`src/design/three_key_gesture_classifier_core_macros.svh`:
```
// assertion helpers for the gesture classifier core
`ifndef THREE_KEY_GESTURE_CLASSIFIER_CORE_MACROS_SVH
`define THREE_KEY_GESTURE_CLASSIFIER_CORE_MACROS_SVH

// clocked check, off while reset is high
`define TKG_ASSERT(label, prop, msg) \
   label: assert property (@(posedge clock) disable iff (reset) prop) else $error(msg);

// clocked check that also runs during reset
`define TKG_ASSERT_ALWAYS(label, prop, msg) \
   label: assert property (@(posedge clock) prop) else $error(msg);

`endif

```
`src/design/tkg_pkg.sv`:
```
package tkg_pkg;

   localparam int COUNT_WIDTH = 16;
   localparam int CFG_WIDTH   = 16;
   localparam int CMP_WIDTH   = (COUNT_WIDTH > CFG_WIDTH) ? COUNT_WIDTH : CFG_WIDTH;
   localparam int PERIOD_WIDTH = 7;
   localparam int QUEUE_DEPTH = 2;
   localparam int QPTR_WIDTH  = 1;
   localparam int QCNT_WIDTH  = 2;
   localparam int CSR_ADDR_WIDTH = 4;
   localparam int CSR_DATA_WIDTH = 32;

   localparam logic [COUNT_WIDTH-1:0] COUNT_MAX = {COUNT_WIDTH{1'b1}};

   typedef enum logic [2:0] {
      EVT_NONE        = 3'd0,
      EVT_LEFT_CLICK  = 3'd1,
      EVT_LEFT_LONG   = 3'd2,
      EVT_MID_CLICK   = 3'd3,
      EVT_MID_DOUBLE  = 3'd4,
      EVT_MID_LONG    = 3'd5,
      EVT_RIGHT_CLICK = 3'd6,
      EVT_RIGHT_LONG  = 3'd7
   } event_type;

   typedef enum logic [1:0] {
      REP_NONE  = 2'd0,
      REP_LEFT  = 2'd1,
      REP_RIGHT = 2'd2
   } repeat_type;

   typedef enum logic [1:0] {
      CSR_PRESS_TICKS  = 2'd0,
      CSR_LONG_TICKS   = 2'd1,
      CSR_DOUBLE_GAP   = 2'd2,
      CSR_REPEAT_PER   = 2'd3
   } csr_index_type;

   typedef struct packed {
      logic [CFG_WIDTH-1:0]    press_ticks;
      logic [CFG_WIDTH-1:0]    long_press_ticks;
      logic [CFG_WIDTH-1:0]    double_click_gap;
      logic [PERIOD_WIDTH-1:0] repeat_period;
   } cfg_type;

   typedef struct packed {
      logic [2:0] event_code;
      logic [1:0] repeat_code;
   } word_type;

   typedef struct packed {
      logic full;
      logic empty;
   } queue_status_type;

   function automatic logic [COUNT_WIDTH-1:0] sat_inc(input logic [COUNT_WIDTH-1:0] v);
      sat_inc = (v == COUNT_MAX) ? COUNT_MAX : v + COUNT_WIDTH'(1);
   endfunction

   function automatic logic [CMP_WIDTH-1:0] ext_cnt(input logic [COUNT_WIDTH-1:0] v);
      ext_cnt = CMP_WIDTH'(v);
   endfunction

   function automatic logic [CMP_WIDTH-1:0] ext_cfg(input logic [CFG_WIDTH-1:0] v);
      ext_cfg = CMP_WIDTH'(v);
   endfunction

endpackage

```
`src/design/three_key_gesture_classifier_core.sv`:
```
// latency: a tick taken at one edge shows its word on rsp_ ports the cycle after if the queue was empty
// throughput: one tick per cycle while req_stall is low; the classifier state updates in a single step
// a two-word queue sits before rsp_; req_stall rises only while it is full
// reset (synchronous, active high) clears counters, flags, queue and csr defaults
`include "three_key_gesture_classifier_core_macros.svh"

module three_key_gesture_classifier_core import tkg_pkg::*; (
   input  logic                      clock,
   input  logic                      reset,
   input  logic                      req_valid,
   output logic                      req_stall,
   input  logic                      req_left_down,
   input  logic                      req_middle_down,
   input  logic                      req_right_down,
   input  logic                      req_suppress_request,
   output logic                      rsp_valid,
   input  logic                      rsp_stall,
   output logic [2:0]                rsp_event_code,
   output logic [1:0]                rsp_repeat_code,
   input  logic                      csr_psel,
   input  logic                      csr_penable,
   input  logic                      csr_pwrite,
   input  logic [CSR_ADDR_WIDTH-1:0] csr_paddr,
   input  logic [CSR_DATA_WIDTH-1:0] csr_pwdata,
   output logic [CSR_DATA_WIDTH-1:0] csr_prdata,
   output logic                      csr_pready
);

   cfg_type          cfg_ff, cfg_in;
   logic             accept;
   logic             push;
   word_type         push_word;
   word_type         pop_word;
   queue_status_type qstat;
   logic             csr_write;
   csr_index_type    csr_index;
   logic             word_mixed;

   assign csr_pready = 1'b1;
   assign csr_write  = csr_psel & csr_penable & csr_pwrite;
   assign csr_index  = csr_index_type'(csr_paddr[3:2]);

   always_comb begin
      cfg_in = cfg_ff;
      if (csr_write) begin
         case (csr_index)
            CSR_PRESS_TICKS: cfg_in.press_ticks      = csr_pwdata[CFG_WIDTH-1:0];
            CSR_LONG_TICKS:  cfg_in.long_press_ticks = csr_pwdata[CFG_WIDTH-1:0];
            CSR_DOUBLE_GAP:  cfg_in.double_click_gap = csr_pwdata[CFG_WIDTH-1:0];
            CSR_REPEAT_PER:  cfg_in.repeat_period    = csr_pwdata[PERIOD_WIDTH-1:0];
            default:         cfg_in = cfg_ff;
         endcase
      end
   end

   always_comb begin
      case (csr_index)
         CSR_PRESS_TICKS: csr_prdata = CSR_DATA_WIDTH'(cfg_ff.press_ticks);
         CSR_LONG_TICKS:  csr_prdata = CSR_DATA_WIDTH'(cfg_ff.long_press_ticks);
         CSR_DOUBLE_GAP:  csr_prdata = CSR_DATA_WIDTH'(cfg_ff.double_click_gap);
         CSR_REPEAT_PER:  csr_prdata = CSR_DATA_WIDTH'(cfg_ff.repeat_period);
         default:         csr_prdata = '0;
      endcase
   end

   always_ff @(posedge clock) begin
      if (reset) begin
         cfg_ff.press_ticks      <= CFG_WIDTH'(3);
         cfg_ff.long_press_ticks <= CFG_WIDTH'(100);
         cfg_ff.double_click_gap <= CFG_WIDTH'(30);
         cfg_ff.repeat_period    <= PERIOD_WIDTH'(10);
      end else begin
         cfg_ff <= cfg_in;
      end
   end

   // a tick may produce a word, so hold off only when the queue has no room
   assign req_stall = qstat.full;
   assign accept    = req_valid & ~req_stall;

   tkg_front u_front (
      .clock            (clock),
      .reset            (reset),
      .cfg              (cfg_ff),
      .accept           (accept),
      .left_down        (req_left_down),
      .middle_down      (req_middle_down),
      .right_down       (req_right_down),
      .suppress_request (req_suppress_request),
      .push             (push),
      .push_word        (push_word)
   );

   tkg_queue u_queue (
      .clock     (clock),
      .reset     (reset),
      .push      (push),
      .push_word (push_word),
      .pop_stall (rsp_stall),
      .pop_valid (rsp_valid),
      .pop_word  (pop_word),
      .status    (qstat)
   );

   assign rsp_event_code  = pop_word.event_code;
   assign rsp_repeat_code = pop_word.repeat_code;

   assign word_mixed = (rsp_event_code != EVT_NONE) && (rsp_repeat_code != REP_NONE);

   `TKG_ASSERT(a_no_push_when_full, !(push && qstat.full), "word pushed into full queue")
   `TKG_ASSERT(a_event_or_beat, rsp_valid |-> !word_mixed, "word carries both event and beat")
   `TKG_ASSERT_ALWAYS(a_empty_after_reset, reset |=> !rsp_valid && !req_stall, "queue busy after reset")

endmodule

```
`src/design/tkg_front.sv`:
```
module tkg_front import tkg_pkg::*; (
   input  logic     clock,
   input  logic     reset,
   input  cfg_type  cfg,
   input  logic     accept,
   input  logic     left_down,
   input  logic     middle_down,
   input  logic     right_down,
   input  logic     suppress_request,
   output logic     push,
   output word_type push_word
);

   logic [COUNT_WIDTH-1:0]  left_hold_ff, middle_hold_ff, right_hold_ff, middle_gap_ff;
   logic [COUNT_WIDTH-1:0]  left_hold_in, middle_hold_in, right_hold_in, middle_gap_in;
   logic [PERIOD_WIDTH-1:0] beat_count_ff, beat_count_in;
   logic [2:0]              pending_ff, pending_in;
   logic [1:0]              repeat_kind_ff, repeat_kind_in;
   logic                    beat_flag_ff, beat_flag_in;
   logic                    first_click_ff, first_click_in;
   logic [2:0]              long_flags_ff, long_flags_in;
   logic                    suppress_ff, suppress_in;
   logic                    done;
   logic                    emit;
   logic [PERIOD_WIDTH:0]   beat_sum;
   logic [CMP_WIDTH-1:0]    press_x, long_x, gap_x;

   assign press_x = ext_cfg(cfg.press_ticks);
   assign long_x  = ext_cfg(cfg.long_press_ticks);
   assign gap_x   = ext_cfg(cfg.double_click_gap);
   assign beat_sum = {1'b0, beat_count_ff} + (PERIOD_WIDTH+1)'(1);

   always_comb begin
      left_hold_in   = left_hold_ff;
      middle_hold_in = middle_hold_ff;
      right_hold_in  = right_hold_ff;
      middle_gap_in  = middle_gap_ff;
      beat_count_in  = beat_count_ff;
      pending_in     = pending_ff;
      repeat_kind_in = repeat_kind_ff;
      beat_flag_in   = beat_flag_ff;
      first_click_in = first_click_ff;
      long_flags_in  = long_flags_ff;
      suppress_in    = suppress_ff | suppress_request;
      done           = 1'b0;
      emit           = 1'b0;
      push_word      = '0;

      // middle release: first click arms the gap, second one is a double
      if (ext_cnt(middle_hold_in) > press_x && !middle_down && !long_flags_in[1]) begin
         if (first_click_in) begin
            pending_in     = suppress_in ? EVT_NONE : EVT_MID_DOUBLE;
            suppress_in    = 1'b0;
            middle_hold_in = '0;
            first_click_in = 1'b0;
            middle_gap_in  = '0;
            done           = 1'b1;
         end else begin
            first_click_in = 1'b1;
         end
      end
      if (!done && ext_cnt(middle_hold_in) > press_x && !first_click_in &&
          ext_cnt(middle_hold_in) > long_x) begin
         pending_in       = suppress_in ? EVT_NONE : EVT_MID_LONG;
         suppress_in      = 1'b0;
         middle_hold_in   = '0;
         first_click_in   = 1'b0;
         long_flags_in[1] = 1'b1;
         done             = 1'b1;
      end
      if (!done && ext_cnt(right_hold_in) > press_x && !right_down && !long_flags_in[2]) begin
         pending_in    = suppress_in ? EVT_NONE : EVT_RIGHT_CLICK;
         suppress_in   = 1'b0;
         right_hold_in = '0;
         done          = 1'b1;
      end
      if (!done) begin
         if (ext_cnt(right_hold_in) > long_x) begin
            long_flags_in[2] = 1'b1;
            pending_in       = suppress_in ? EVT_NONE : EVT_RIGHT_LONG;
            suppress_in      = 1'b0;
            right_hold_in    = '0;
         end
         if (ext_cnt(left_hold_in) > press_x && !left_down && !long_flags_in[0]) begin
            pending_in   = suppress_in ? EVT_NONE : EVT_LEFT_CLICK;
            suppress_in  = 1'b0;
            left_hold_in = '0;
            done         = 1'b1;
         end
      end
      if (!done) begin
         if (ext_cnt(left_hold_in) > long_x) begin
            long_flags_in[0] = 1'b1;
            pending_in       = suppress_in ? EVT_NONE : EVT_LEFT_LONG;
            suppress_in      = 1'b0;
            left_hold_in     = '0;
         end

         // hold counters and repeat beats
         if (left_down) begin
            left_hold_in = sat_inc(left_hold_in);
            if (pending_in == EVT_LEFT_LONG) begin
               repeat_kind_in = REP_LEFT;
               if (beat_sum >= {1'b0, cfg.repeat_period}) begin
                  beat_flag_in  = 1'b1;
                  beat_count_in = '0;
               end else begin
                  beat_count_in = beat_sum[PERIOD_WIDTH-1:0];
               end
            end
         end else begin
            left_hold_in     = '0;
            long_flags_in[0] = 1'b0;
            if (repeat_kind_in == REP_LEFT) begin
               repeat_kind_in = REP_NONE;
               beat_flag_in   = 1'b0;
               beat_count_in  = '0;
            end
         end
         if (middle_down) begin
            middle_hold_in = sat_inc(middle_hold_in);
         end else begin
            middle_hold_in   = '0;
            long_flags_in[1] = 1'b0;
         end
         if (right_down) begin
            right_hold_in = sat_inc(right_hold_in);
            if (pending_in == EVT_RIGHT_LONG) begin
               repeat_kind_in = REP_RIGHT;
               if (beat_sum >= {1'b0, cfg.repeat_period}) begin
                  beat_flag_in  = 1'b1;
                  beat_count_in = '0;
               end else begin
                  beat_count_in = beat_sum[PERIOD_WIDTH-1:0];
               end
            end
         end else begin
            right_hold_in    = '0;
            long_flags_in[2] = 1'b0;
            if (repeat_kind_in == REP_RIGHT) begin
               repeat_kind_in = REP_NONE;
               beat_flag_in   = 1'b0;
               beat_count_in  = '0;
            end
         end
         if (first_click_in && !middle_down && !long_flags_in[1]) begin
            middle_gap_in = sat_inc(middle_gap_in);
         end
         // gap ran out: single middle click, never suppressed
         if (ext_cnt(middle_gap_in) > gap_x && !long_flags_in[1]) begin
            middle_gap_in  = '0;
            first_click_in = 1'b0;
            pending_in     = EVT_MID_CLICK;
         end
      end

      // emit rule
      if ((pending_in != EVT_NONE && repeat_kind_in == REP_NONE) ||
          (repeat_kind_in != REP_NONE && beat_flag_in)) begin
         emit = 1'b1;
         beat_flag_in = 1'b0;
         if (repeat_kind_in != REP_NONE) begin
            push_word.event_code  = EVT_NONE;
            push_word.repeat_code = repeat_kind_in;
         end else begin
            push_word.event_code  = pending_in;
            push_word.repeat_code = REP_NONE;
            pending_in            = EVT_NONE;
         end
      end
   end

   assign push = accept & emit;

   always_ff @(posedge clock) begin
      if (reset) begin
         left_hold_ff   <= '0;
         middle_hold_ff <= '0;
         right_hold_ff  <= '0;
         middle_gap_ff  <= '0;
         beat_count_ff  <= '0;
         pending_ff     <= EVT_NONE;
         repeat_kind_ff <= REP_NONE;
         beat_flag_ff   <= 1'b0;
         first_click_ff <= 1'b0;
         long_flags_ff  <= '0;
         suppress_ff    <= 1'b0;
      end else if (accept) begin
         left_hold_ff   <= left_hold_in;
         middle_hold_ff <= middle_hold_in;
         right_hold_ff  <= right_hold_in;
         middle_gap_ff  <= middle_gap_in;
         beat_count_ff  <= beat_count_in;
         pending_ff     <= pending_in;
         repeat_kind_ff <= repeat_kind_in;
         beat_flag_ff   <= beat_flag_in;
         first_click_ff <= first_click_in;
         long_flags_ff  <= long_flags_in;
         suppress_ff    <= suppress_in;
      end
   end

endmodule

```
`src/design/tkg_queue.sv`:
```
module tkg_queue import tkg_pkg::*; (
   input  logic             clock,
   input  logic             reset,
   input  logic             push,
   input  word_type         push_word,
   input  logic             pop_stall,
   output logic             pop_valid,
   output word_type         pop_word,
   output queue_status_type status
);

   word_type                entry_ff [QUEUE_DEPTH];
   logic [QPTR_WIDTH-1:0]   wr_ptr_ff, wr_ptr_in;
   logic [QPTR_WIDTH-1:0]   rd_ptr_ff, rd_ptr_in;
   logic [QCNT_WIDTH-1:0]   count_ff, count_in;
   logic                    pop;

   assign pop_valid    = (count_ff != '0);
   assign pop_word     = entry_ff[rd_ptr_ff];
   assign pop          = pop_valid & ~pop_stall;
   assign status.full  = (count_ff == QCNT_WIDTH'(QUEUE_DEPTH));
   assign status.empty = ~pop_valid;

   always_comb begin
      wr_ptr_in = push ? wr_ptr_ff + QPTR_WIDTH'(1) : wr_ptr_ff;
      rd_ptr_in = pop ? rd_ptr_ff + QPTR_WIDTH'(1) : rd_ptr_ff;
      count_in  = count_ff;
      if (push && !pop) begin
         count_in = count_ff + QCNT_WIDTH'(1);
      end else if (pop && !push) begin
         count_in = count_ff - QCNT_WIDTH'(1);
      end
   end

   always_ff @(posedge clock) begin
      if (reset) begin
         wr_ptr_ff <= '0;
         rd_ptr_ff <= '0;
         count_ff  <= '0;
      end else begin
         wr_ptr_ff <= wr_ptr_in;
         rd_ptr_ff <= rd_ptr_in;
         count_ff  <= count_in;
      end
   end

   always_ff @(posedge clock) begin
      if (push) begin
         entry_ff[wr_ptr_ff] <= push_word;
      end
   end

endmodule

```
`config.mk`:
```
export PLATFORM = sky130hd
export DESIGN_NAME = three_key_gesture_classifier_core
export DESIGN_NICKNAME = d
export VERILOG_FILES = /design/src/design/tkg_pkg.sv /design/src/design/three_key_gesture_classifier_core.sv /design/src/design/tkg_front.sv /design/src/design/tkg_queue.sv
export VERILOG_INCLUDE_DIRS = /design/src /design/src/design
export SDC_FILE = /design/constraint.sdc
export NUM_CORES = 1
export LEC_CHECK = 0
export BUFFER_PORTS_ARGS = -buffer_cell sky130_fd_sc_hd__buf_2
export CAP_MARGIN = 20
export CORE_ASPECT_RATIO = 0.5
export CORE_UTILIZATION = 56
export DETAILED_ROUTE_END_ITERATION = 6
export HOLD_SLACK_MARGIN = 0.06
export PLACE_DENSITY = 0.85
export SYNTH_ARGS = -nofsm -noshare
export SYNTH_HDL_FRONTEND = slang
export SYNTH_SLANG_ARGS = --single-unit
```
`constraint.sdc`:
```
create_clock -name clock -period 9.2 [get_ports clock]
set_input_delay 1.84 -clock clock [delete_from_list [all_inputs] [get_ports clock]]
set_output_delay 1.84 -clock clock [all_outputs]
set_load 0.05 [all_outputs]
```
# --- Word level (Yosys, flattened, before mapping) ---
# Memories as Yosys holds them, arrays and structs flattened. A register that Yosys moved wholly into a read port is not among the register bits.
# Index checks and enable logic that the tools add are counted.
totals:
  ff_bits: 141
  ramBits: 10
  in_bits: 47
  out_inout_bits: 40
  wordCells: 212
  n_memories: 1
op_classes:
  n_addsub: 9
  order_cmp: 9
  eq_ne: 13
  n_mux: 110
  bitwise_logic: 9
  n_reduce_logical: 42
mem_list:
  columns: ["name", "words", "width", "read_ports", "rd_clocked_by_memory_dff", "wr", "line_no", "source"]
  rows:
  - ["u_queue.entry_ff", 2, 5, 1, 1, 1, "tkg_queue.sv:12", "word_type entry_ff [QUEUE_DEPTH];"]
op_table:
  columns: ["cell", "n"]
  rows:
  - ["$mux W16", 26]
  - ["$gt A16 B16 Y1", 8]
  - ["$pmux W32 S4", 1]
  - ["$add A16 B1 Y16 const B", 4]
  - ["$eq A16 B16 Y1 const B", 4]
  - ["$mux W3", 18]
  - ["$mux W7", 7]
  - ["$mux W1", 45]
  - ["$mux W2", 11]
  - ["$logic_and A1 B1 Y1", 17]
  - ["$logic_not A1 Y1", 12]
  - ["$mux W5", 2]
  - ["$reduce_and A2 Y1", 5]
  - ["$add A7 B1 Y8 const B", 1]
  - ["$eq A2 B2 Y1 const B", 4]
  - ["$ge A8 B7 Y1", 1]
  - ["$reduce_bool A2 Y1", 3]
  - ["$and A1 B1 Y1", 5]
  - ["$eq A2 B1 Y1 const B", 2]
  - ["$logic_not A2 Y1", 2]
  - ["$eq A3 B2 Y1 const B", 1]
  - ["$eq A3 B3 Y1 const B", 1]
  - ["$not A1 Y1", 3]
  - ["$reduce_and A3 Y1", 1]
  - ["other kinds (7)", 8]

# --- Depth between registers and ports, before layout ---
# Gate-level depths: netlist (run 1).
logic_depth:
  word_depth: 39
  depth_mapped: 42
  ltp_nobuf: 36

# --- Hierarchy ---
# A second synthesis (run 1) with hierarchy kept.
hier_totals:
  cells_unflattened: 1552
  hier_area_um2: 12324.3
modules_own_cells:
  columns: ["mod", "instances", "cells_each", "area_per_inst_um2", "seq_area_each_um2"]
  rows:
  - ["tkg_front", 1, 1245, 9007.4, 1641.6]
  - ["three_key_gesture_classifier_core", 1, 269, 2745.1, 1101.1]
  - ["tkg_queue", 1, 38, 571.8, 400.4]

# --- Worst setup path after synthesis (run 1) ---
# No wires, ideal clock.
synth_timing:
  path_type: "input to register"
  start: "input req_middle_down"
  end: "register u_queue.count_ff[1]"
  setup_ns: 0.070
  t_arrival_ns: 8.838
  required_ns: 9.130
  setup_slack_ns: 0.291
  stages: 35
  n_path_buf: 7
  cell_sequence: "a211oi_1 nand2_1 or2_0 buf_2 clkbuf_1 clkbuf_1 and2_1 ha_1 a21o_1 a21oi_1 nor2b_1 or3_1 o21a_1 buf_2 a21boi_0 clkbuf_1 nor2b_1 ha_1 and3_1 a221o_1 a221oi_1 a21oi_2 and2_1 o211ai_1 buf_2 o2111ai_1 and3_4 and4_4 buf_6 o31a_4 nor3_4 nor3_1 ha_1 or3_1 a21oi_1"
synth_via:
  elab_chain_len: 38
  elab_cells_between_ends: 91
  cone_classes: "1 x add/sub; 5 x order compare; 4 x eq/ne; 54 x mux; 1 x bitwise; 26 x reduce/logical"
synth_rtl:
  columns: ["item", "line_no", "source"]
  rows:
  - ["from (decl)", "three_key_gesture_classifier_core.sv:13", "input logic req_middle_down,"]
  - ["$logic_not A1 Y1", "tkg_front.sv:50, tkg_front.sv:146", null]
  - ["$logic_and A1 B1 Y1 (2 in series)", "tkg_front.sv:50", "if (ext_cnt(middle_hold_in) > press_x && !middle_down && !long_flags_in[1]) begin"]
  - ["$mux W16 / $mux W1 (equally long branches)", "tkg_front.sv:50", null]
  - ["$gt A16 B16 Y1 / $logic_not A1 Y1 (equally long branches)", "tkg_front.sv:62", "if (!done && ext_cnt(middle_hold_in) > press_x && !first_click_in &&"]
  - ["$logic_and A1 B1 Y1 (3 in series)", "tkg_front.sv:62", null]
  - ["$mux W1", "tkg_front.sv:62", null]
  - ["$logic_not A1 Y1", "tkg_front.sv:71", "if (!done && ext_cnt(right_hold_in) > press_x && !right_down && !long_flags_in[2]) begin"]
  - ["$logic_and A1 B1 Y1 (3 in series)", "tkg_front.sv:71", null]
  - ["(+18 left out)", null, null]
  - ["$logic_and A1 B1 Y1, on equally long branches", "tkg_front.sv:158, tkg_front.sv:159", null]
  - ["$logic_or A1 B1 Y1 *", "tkg_front.sv:158", "if ((pending_in != EVT_NONE && repeat_kind_in == REP_NONE) ||"]
  - ["$mux W1 *", "tkg_front.sv:158", null]
  - ["$and A1 B1 Y1 *", "tkg_front.sv:173", "assign push = accept & emit;"]
  - ["named net push", "three_key_gesture_classifier_core.sv:31", "logic push;"]
  - ["$logic_not A1 Y1", "tkg_queue.sv:30", "end else if (pop && !push) begin"]
  - ["$logic_and A1 B1 Y1", "tkg_queue.sv:30", null]
  - ["$reduce_bool A2 Y1 (no line)", null, null]
  - ["to (signal assigned)", "tkg_queue.sv:43", "count_ff <= count_in;"]
  - ["to (decl)", "tkg_queue.sv:15", "logic [QCNT_WIDTH-1:0] count_ff, count_in;"]
# The timed path passes the listed nets; every way through them passes the cells marked *. The select of a mux whose other input is x is not followed.
# A chain may end at the register's enable or synchronous reset.

# --- Worst setup path after layout (run 1) ---
# Ends and elaborated chain as after synthesis.

==> results.py, run 1 <==
metrics = {
    "run_status": {
        "outcome": "complete, no violations",
    },
    "timing": {
        "slew_headroom_pct": 27.2,
        "skew_ns": 0.0104,
        "worst_pin_slew_ns": 1.08,
        "hold_viol": 0,
        "min_period_ns": 8.68,
        "fmax_mhz": 115,
        "setup_viol": 0,
        "rsz0062_at_grt": "no",
        "finalMaxSlewViolations": 0,
        "setup_tns_ns": 0,
        "holdWs_ns": 0.479,
        "min_period_over_period_pct": 94.3,
    },
    "power": {
        "power.total_mw": 2.48,
        "p_comb_share_pct": 39.5,
        "swShare_pct": 42.0,
        "p_switching_mw": 1.04,
        "internal-power_mw": 1.44,
        "leakagePower_nw": 5.63,
        "p_clk_share_pct": 29.8,
        "ir_drop_uv": 136,
        "p_seq_share_pct": 30.7,
        "p_per_area_mw_per_mm2": 184,
    },
    "clock_network": {
        "cts_setup_buffers": 0,
        "hold_buffers": 0,
        "clk_pin_slew_worst_paths_ns": 0.07,
        "cts_tree": "done",
        "clock_path_buffers": 2,
        "htreeDepth": 4,
        "insertion_delay_ns": 0.46,
        "numCtsBuffers": 17,
        "cts_repair_resize_count": 0,
        "root_buffer": "clkbuf_16",
        "cts_sinks": 152,
    },
    "worst_setup_path": {
        "crit_fanout": 12,
        "slowest_delay_ns": 0.38,
        "end_kind": "flop",
        "r2r_cells": 37,
        "cp-startpoint": "req_middle_down",
        "cp.required_ns": 9.59,
        "reg2reg_from": "cfg_ff[44]$_SDFFE_PP0P_",
        "crit_top_cell": "nand2_1",
        "crit_type": "in -> reg",
        "critPathArrivalTime_ns": 9.07,
        "cp-start-kind": "input pin",
        "critPathCapture": "u_queue.count_ff[1]$_SDFFE_PP0P_",
        "regToRegSetupSlack_ns": 0.52,
        "crit_path_top_delay_cell": "o31a_4",
        "timing.rr.end": "u_queue.count_ff[1]$_SDFFE_PP0P_",
    },
    "route": {
        "firstDrtPassIters": 6,
        "route.detailed.drc": 0,
        "post_drt_wl_per_cell_um": 19.4,
        "vias": 12400,
        "routed_wl_um": 37400,
        "drt_iter0_markers": 1578,
        "antenna_left": 0,
        "viasPerCell": 6.44,
    },
    "logic_synthesis": {
        "synthCells": 1589,
        "yosysWarnings": 0,
        "avgSynthCellArea_um2": 7.74,
        "syn_area_mm2": 0.0123,
        "synth_edf_count": 10,
        "yosysUniqueCellTypes": 94,
        "async_flop_share_pct": 0,
        "ys_seq_area_share_pct": 25.6,
        "synth-seq-cells": 152,
        "ys.flop_type": "dfxtp_1",
    },
    "placement": {
        "routabilityCongestion": 1.00,
        "io_buffers": 51,
        "dp_hpwl_um": 27300,
    },
    "global_routing": {
        "gr-total-overflow": 0,
        "grt_pass1_wl_um": 58900,
        "grt_pass1_vias": 11000,
        "antenna_found_initial": 0,
        "grt_max_degree": 94,
        "grt.total_usage_pct": 33.4,
    },
    "final_layout": {
        "post-route-util_pct": 64.0,
        "final_common_cell": "nand2_1",
        "fin_nets": 1808,
        "mostFrequentLayoutCells": "nand2_1 (216), ha_1 (142), dfxtp_1 (142), a21oi_1 (138), nor2_1 (132)",
        "areaGrowthSynthToFinish_pct": 9.44,
        "drive_gt1_share_pct": 10.3,
    },
    "die": {
        "dieArea_mm2": 0.0226,
        "fp.dieH_um": 107,
        "start_util_pct": 58.5,
        "coreArea_mm2": 0.0210,
        "die_w_um": 212,
        "io_pins": 87,
        "rows": 37,
    },
    "hold_path": {
        "hold_class": "reg -> reg",
    },
    "flow_run": {
        "cap_violations": 0,
    },
}
## how the worst min path moves through the flow
| stage | start | to | slack (ns) | depth (start not counted) |
|---|---|---|---|---|
| 2_1_floorplan | u_front.suppress_ff$_SDFFE_PP0P_ | u_front.suppress_ff$_SDFFE_PP0P_ | 0.44 | 2 |
| 3_3_place_gp | u_front.suppress_ff$_SDFFE_PP0P_ | u_front.suppress_ff$_SDFFE_PP0P_ | 0.45 | 2 |
| 3_5_place_dp | u_front.suppress_ff$_SDFFE_PP0P_ | u_front.suppress_ff$_SDFFE_PP0P_ | 0.46 | 2 |
| 4_1_cts | cfg_ff[46]$_SDFFE_PP0P_ | cfg_ff[46]$_SDFFE_PP0P_ | 0.48 | 2 |
| 5_1_grt | cfg_ff[49]$_SDFFE_PP0P_ | cfg_ff[49]$_SDFFE_PP0P_ | 0.50 | 2 |
| 6_report | cfg_ff[54]$_SDFFE_PP0P_ | cfg_ff[54]$_SDFFE_PP0P_ | 0.48 | 2 |
## cells by family (layout without fill, tap and decap cells)
group,count (synthesis),after routing,share of synthesized area [%]
adder cells (fa/ha/maj),142,142,14.5
AND/OR/NAND/NOR,625,625,24.9
AO/OA/AOI/OAI,428,429,23.3
multiplexers,33,33,3.45
buffers and inverters,176,203,6.13
other,2,18,0.0611
XOR/XNOR,31,31,2.21
flip-flops,152,152,25.6
## power by group through the flow
stage          registers (mW)  logic [mW]  clock network (mW)
5_1_grt                 0.767        1.05               0.765
3_3_place_gp            0.772       0.917                   0
3_5_place_dp            0.775       0.932                   0
6_report                0.762       0.978               0.738
4_1_cts                 0.760       0.942               0.738
2_1_floorplan           0.760       0.705                   0
## registers in the layout (all words and copies together), names as in the netlist, 3 cells and up, named ones only
signal	count
cfg_ff	55
u_front.right_hold_ff	16
u_front.left_hold_ff	16
u_queue.entry_ff	10
u_front.long_flags_ff	3
u_front.beat_count_ff	7
u_front.middle_hold_ff	16
u_front.pending_ff	3
u_front.middle_gap_ff	16
## area by class of cell
cell class,count,area [µm²]
clock inverter,14,150
inverter,87,327
multi-input combinational,1277,8510
antenna,1,2.50
fill,1815,7560
tap,292,365
timing repair buffer,84,505
sequential,152,3140
clock buffer,18,450
## critical path: cells and delay by family
kind	cells	cell delay (ns)
AO/OA/AOI/OAI	12	2.75
AND/OR/NAND/NOR	14	2.69
adder cells (fa/ha/maj)	3	0.86
buffers and inverters	5	0.92
## metal layers
| metal | track usage, % | vias to the layer above | part of all wire, % |
|---|---|---|---|
| met5 | 0 | - | 0 |
| met4 | 12.7 | 0 | 3.0 |
| met3 | 7.88 | 116 | 12 |
| met2 | 49.9 | 768 | 42 |
| met1 | 46.5 | 5702 | 43 |
| li1 | - | 5807 | - |
## per-stage QoR
stage | instance area (µm²) | setup WS (ns) | std cells
finish | 13500 | 0.523 | 1925
global route | 13500 | 0.113 | 1924
global placement | 12800 | 0.138 | 1890
CTS | 13400 | 0.421 | 1922
floorplan | 12300 | 0.291 | 1604
detailed placement | 12800 | 0.0389 | 1890
## synthesized netlist by cell type (16+ instances only)
master | instances | share of area [%]
a211oi_1 | 19 | 1.2
a21o_1 | 25 | 1.5
ha_1 | 142 | 14
and3_1 | 22 | 1.1
a21oi_1 | 138 | 5.6
nand2_1 | 216 | 6.6
nand4_1 | 41 | 2.1
xor2_1 | 16 | 1.1
nor2_1 | 132 | 4.0
clkbuf_1 | 58 | 1.8
and2_1 | 36 | 1.8
buf_4 | 18 | 1.1
nor2b_1 | 29 | 1.5
a22oi_1 | 24 | 1.5
nand3_1 | 49 | 2.0
dfxtp_1 | 142 | 23
inv_1 | 87 | 2.7
mux2i_1 | 21 | 1.7
a31oi_1 | 16 | 0.81
o21ai_0 | 83 | 3.4
nor3_1 | 34 | 1.4
Power figures use the tool's default switching activity.
==> run 2: changes to the inputs <==
PLACE_DENSITY = 0.78   (was 0.85)
==> run 2 against run 1 <==
Effect of this change:
- clock skew rose by 0.0018 ns
- critical path depth is the same
- clock power fell by 2%
==> results.py, run 2 (synthesis gave the netlist of run 1 again) <==
metrics = {
    "run_status": {
        "outcome": "complete, no violations",
    },
    "clock_network": {
        "insertion_delay_ns": 0.46,
        "numCtsBuffers": 17,
        "cts_sinks": 152,
        "clk_pin_slew_worst_paths_ns": 0.07,
        "clock_path_buffers": 2,
        "htreeDepth": 4,
        "root_buffer": "clkbuf_16",
        "cts_tree": "done",
    },
    "worst_setup_path": {
        "cp.required_ns": 9.59,
        "crit_fanout": 16,
        "crit_type": "in -> reg",
        "critPathArrivalTime_ns": 9.14,
        "crit_path_top_delay_cell": "or2_1",
        "slowest_delay_ns": 0.45,
        "end_kind": "flop",
        "cp-start-kind": "input pin",
        "crit_top_cell": "nand2_1",
    },
    "route": {
        "vias": 12400,
        "drt_iter0_markers": 1584,
        "route.detailed.drc": 0,
        "viasPerCell": 6.45,
        "firstDrtPassIters": 5,
        "antenna_left": 0,
        "post_drt_wl_per_cell_um": 20.4,
        "routed_wl_um": 39300,
    },
    "final_layout": {
        "fin_nets": 1809,
        "seqCellArea_mm2": 0.00314,
        "drive_gt1_share_pct": 9.98,
        "final_common_cell": "nand2_1",
        "nFillCells": 1862,
        "largest_register_ffs": 55,
        "mostFrequentLayoutCells": "nand2_1 (216), ha_1 (142), dfxtp_1 (142), a21oi_1 (138), nor2_1 (132)",
        "multi_input_area_mm2": 0.00848,
        "areaGrowthSynthToFinish_pct": 9.24,
        "design_area_mm2": 0.0134,
        "insertedDiodeCount": 0,
        "top_register": "cfg_ff",
    },
    "flow_run": {
        "cap_violations": 0,
    },
    "timing": {
        "fmax_mhz": 114,
        "slew_headroom_pct": 30.1,
        "min_period_ns": 8.75,
        "rsz0062_at_grt": "no",
        "setup_viol": 0,
        "worst_pin_slew_ns": 1.05,
        "skew_ns": 0.0122,
        "finalMaxSlewViolations": 0,
        "hold_viol": 0,
        "min_period_over_period_pct": 95.1,
    },
    "placement": {
        "routabilityCongestion": 1.00,
        "place_area_mm2": 0.0128,
        "io_buffers": 51,
        "dp_hpwl_um": 29800,
    },
    "die": {
        "io_pins": 87,
        "die_w_um": 212,
        "start_util_pct": 58.5,
        "rows": 37,
        "dieArea_mm2": 0.0226,
        "fp.dieH_um": 107,
        "coreArea_mm2": 0.0210,
    },
    "global_routing": {
        "grt_pass1_wl_um": 61900,
        "grt_pass1_vias": 11600,
        "grt.total_usage_pct": 35.5,
        "antenna_found_initial": 0,
        "gr-total-overflow": 0,
        "grt_max_degree": 86,
    },
    "hold_path": {
        "hold_class": "reg -> reg",
    },
    "power": {
        "ir_drop_uv": 117,
        "leakagePower_nw": 5.63,
        "p_per_area_mw_per_mm2": 184,
        "power.total_mw": 2.48,
    },
}
## run 2: cell count changes in the layout (fill, tap and decap cells not counted), sizes merged
cell / delta
clkbuf: +5
inv: -5
buf: +2
bufinv: +1
clkinv: -1
diode: -1
o211ai: -1
## run 2: routing by layer
metal	global-route usage, %	part of all wire [%]	routed length, µm
met1	49.7	44	17100
met2	53.5	43	16700
met3	8.14	12	4610
met4	12.0	2.1	827
met5	0	0	0
## run 2: power by group
part	switching (mW)	internal, mW
combinational	0.667	0.321
clock	0.302	0.423
sequential	0.0436	0.719
## run 2: path summary, 6_finish.rpt
kind	to	depth (start not counted)	from	slack, ns
setup / recovery	u_queue.count_ff[1]$_SDFFE_PP0P_	34	req_middle_down	0.45
hold / removal	cfg_ff[38]$_SDFFE_PP0P_	2	cfg_ff[38]$_SDFFE_PP0P_	0.47
setup reg to reg	u_queue.count_ff[1]$_SDFFE_PP0P_	37	cfg_ff[54]$_SDFFE_PP0P_	0.48
hold reg to reg	cfg_ff[38]$_SDFFE_PP0P_	2	cfg_ff[38]$_SDFFE_PP0P_	0.47
## run 2: critical path, delay by kind of cell
family | cells | cell delay, ns
AOI/OAI and AO/OA | 12 | 2.68
adders and majority gates | 3 | 0.88
buffers and inverters | 5 | 0.87
and+or+nand+nor | 14 | 2.85
## run 2: cell type report
cell class              instances  area share (%)
clock inverters                 9           0.857
repair buffers                 86            3.90
inverters                      87            2.43
clock buffers                  23            3.56
well taps                     292            2.72
flip-flops and latches        152            23.4
multi-input cells            1276            63.1
## run 2: timing repair
action	in CTS	in global routing
endpoints found under the setup margin	0	14
hold buffers	0	0
gates resized for setup	0	2
buffers inserted	0	0
## run 2: stage by stage
stage | hold WS, ns | util [%] | TNS, ns | worst slack (ns) | instances
5_1_grt | 0.491 | 63.9 | 0 | 0.0199 | 1925
3_3_place_gp | 0.454 | 61.0 | 0 | 0.110 | 1891
3_5_place_dp | 0.463 | 61.0 | -0.0396 | -0.0396 | 1892
4_1_cts | 0.472 | 63.8 | 0 | 0.401 | 1924
2_1_floorplan | 0.441 | - | 0 | 0.291 | 1604
6_report | 0.473 | 63.9 | 0 | 0.449 | 1925
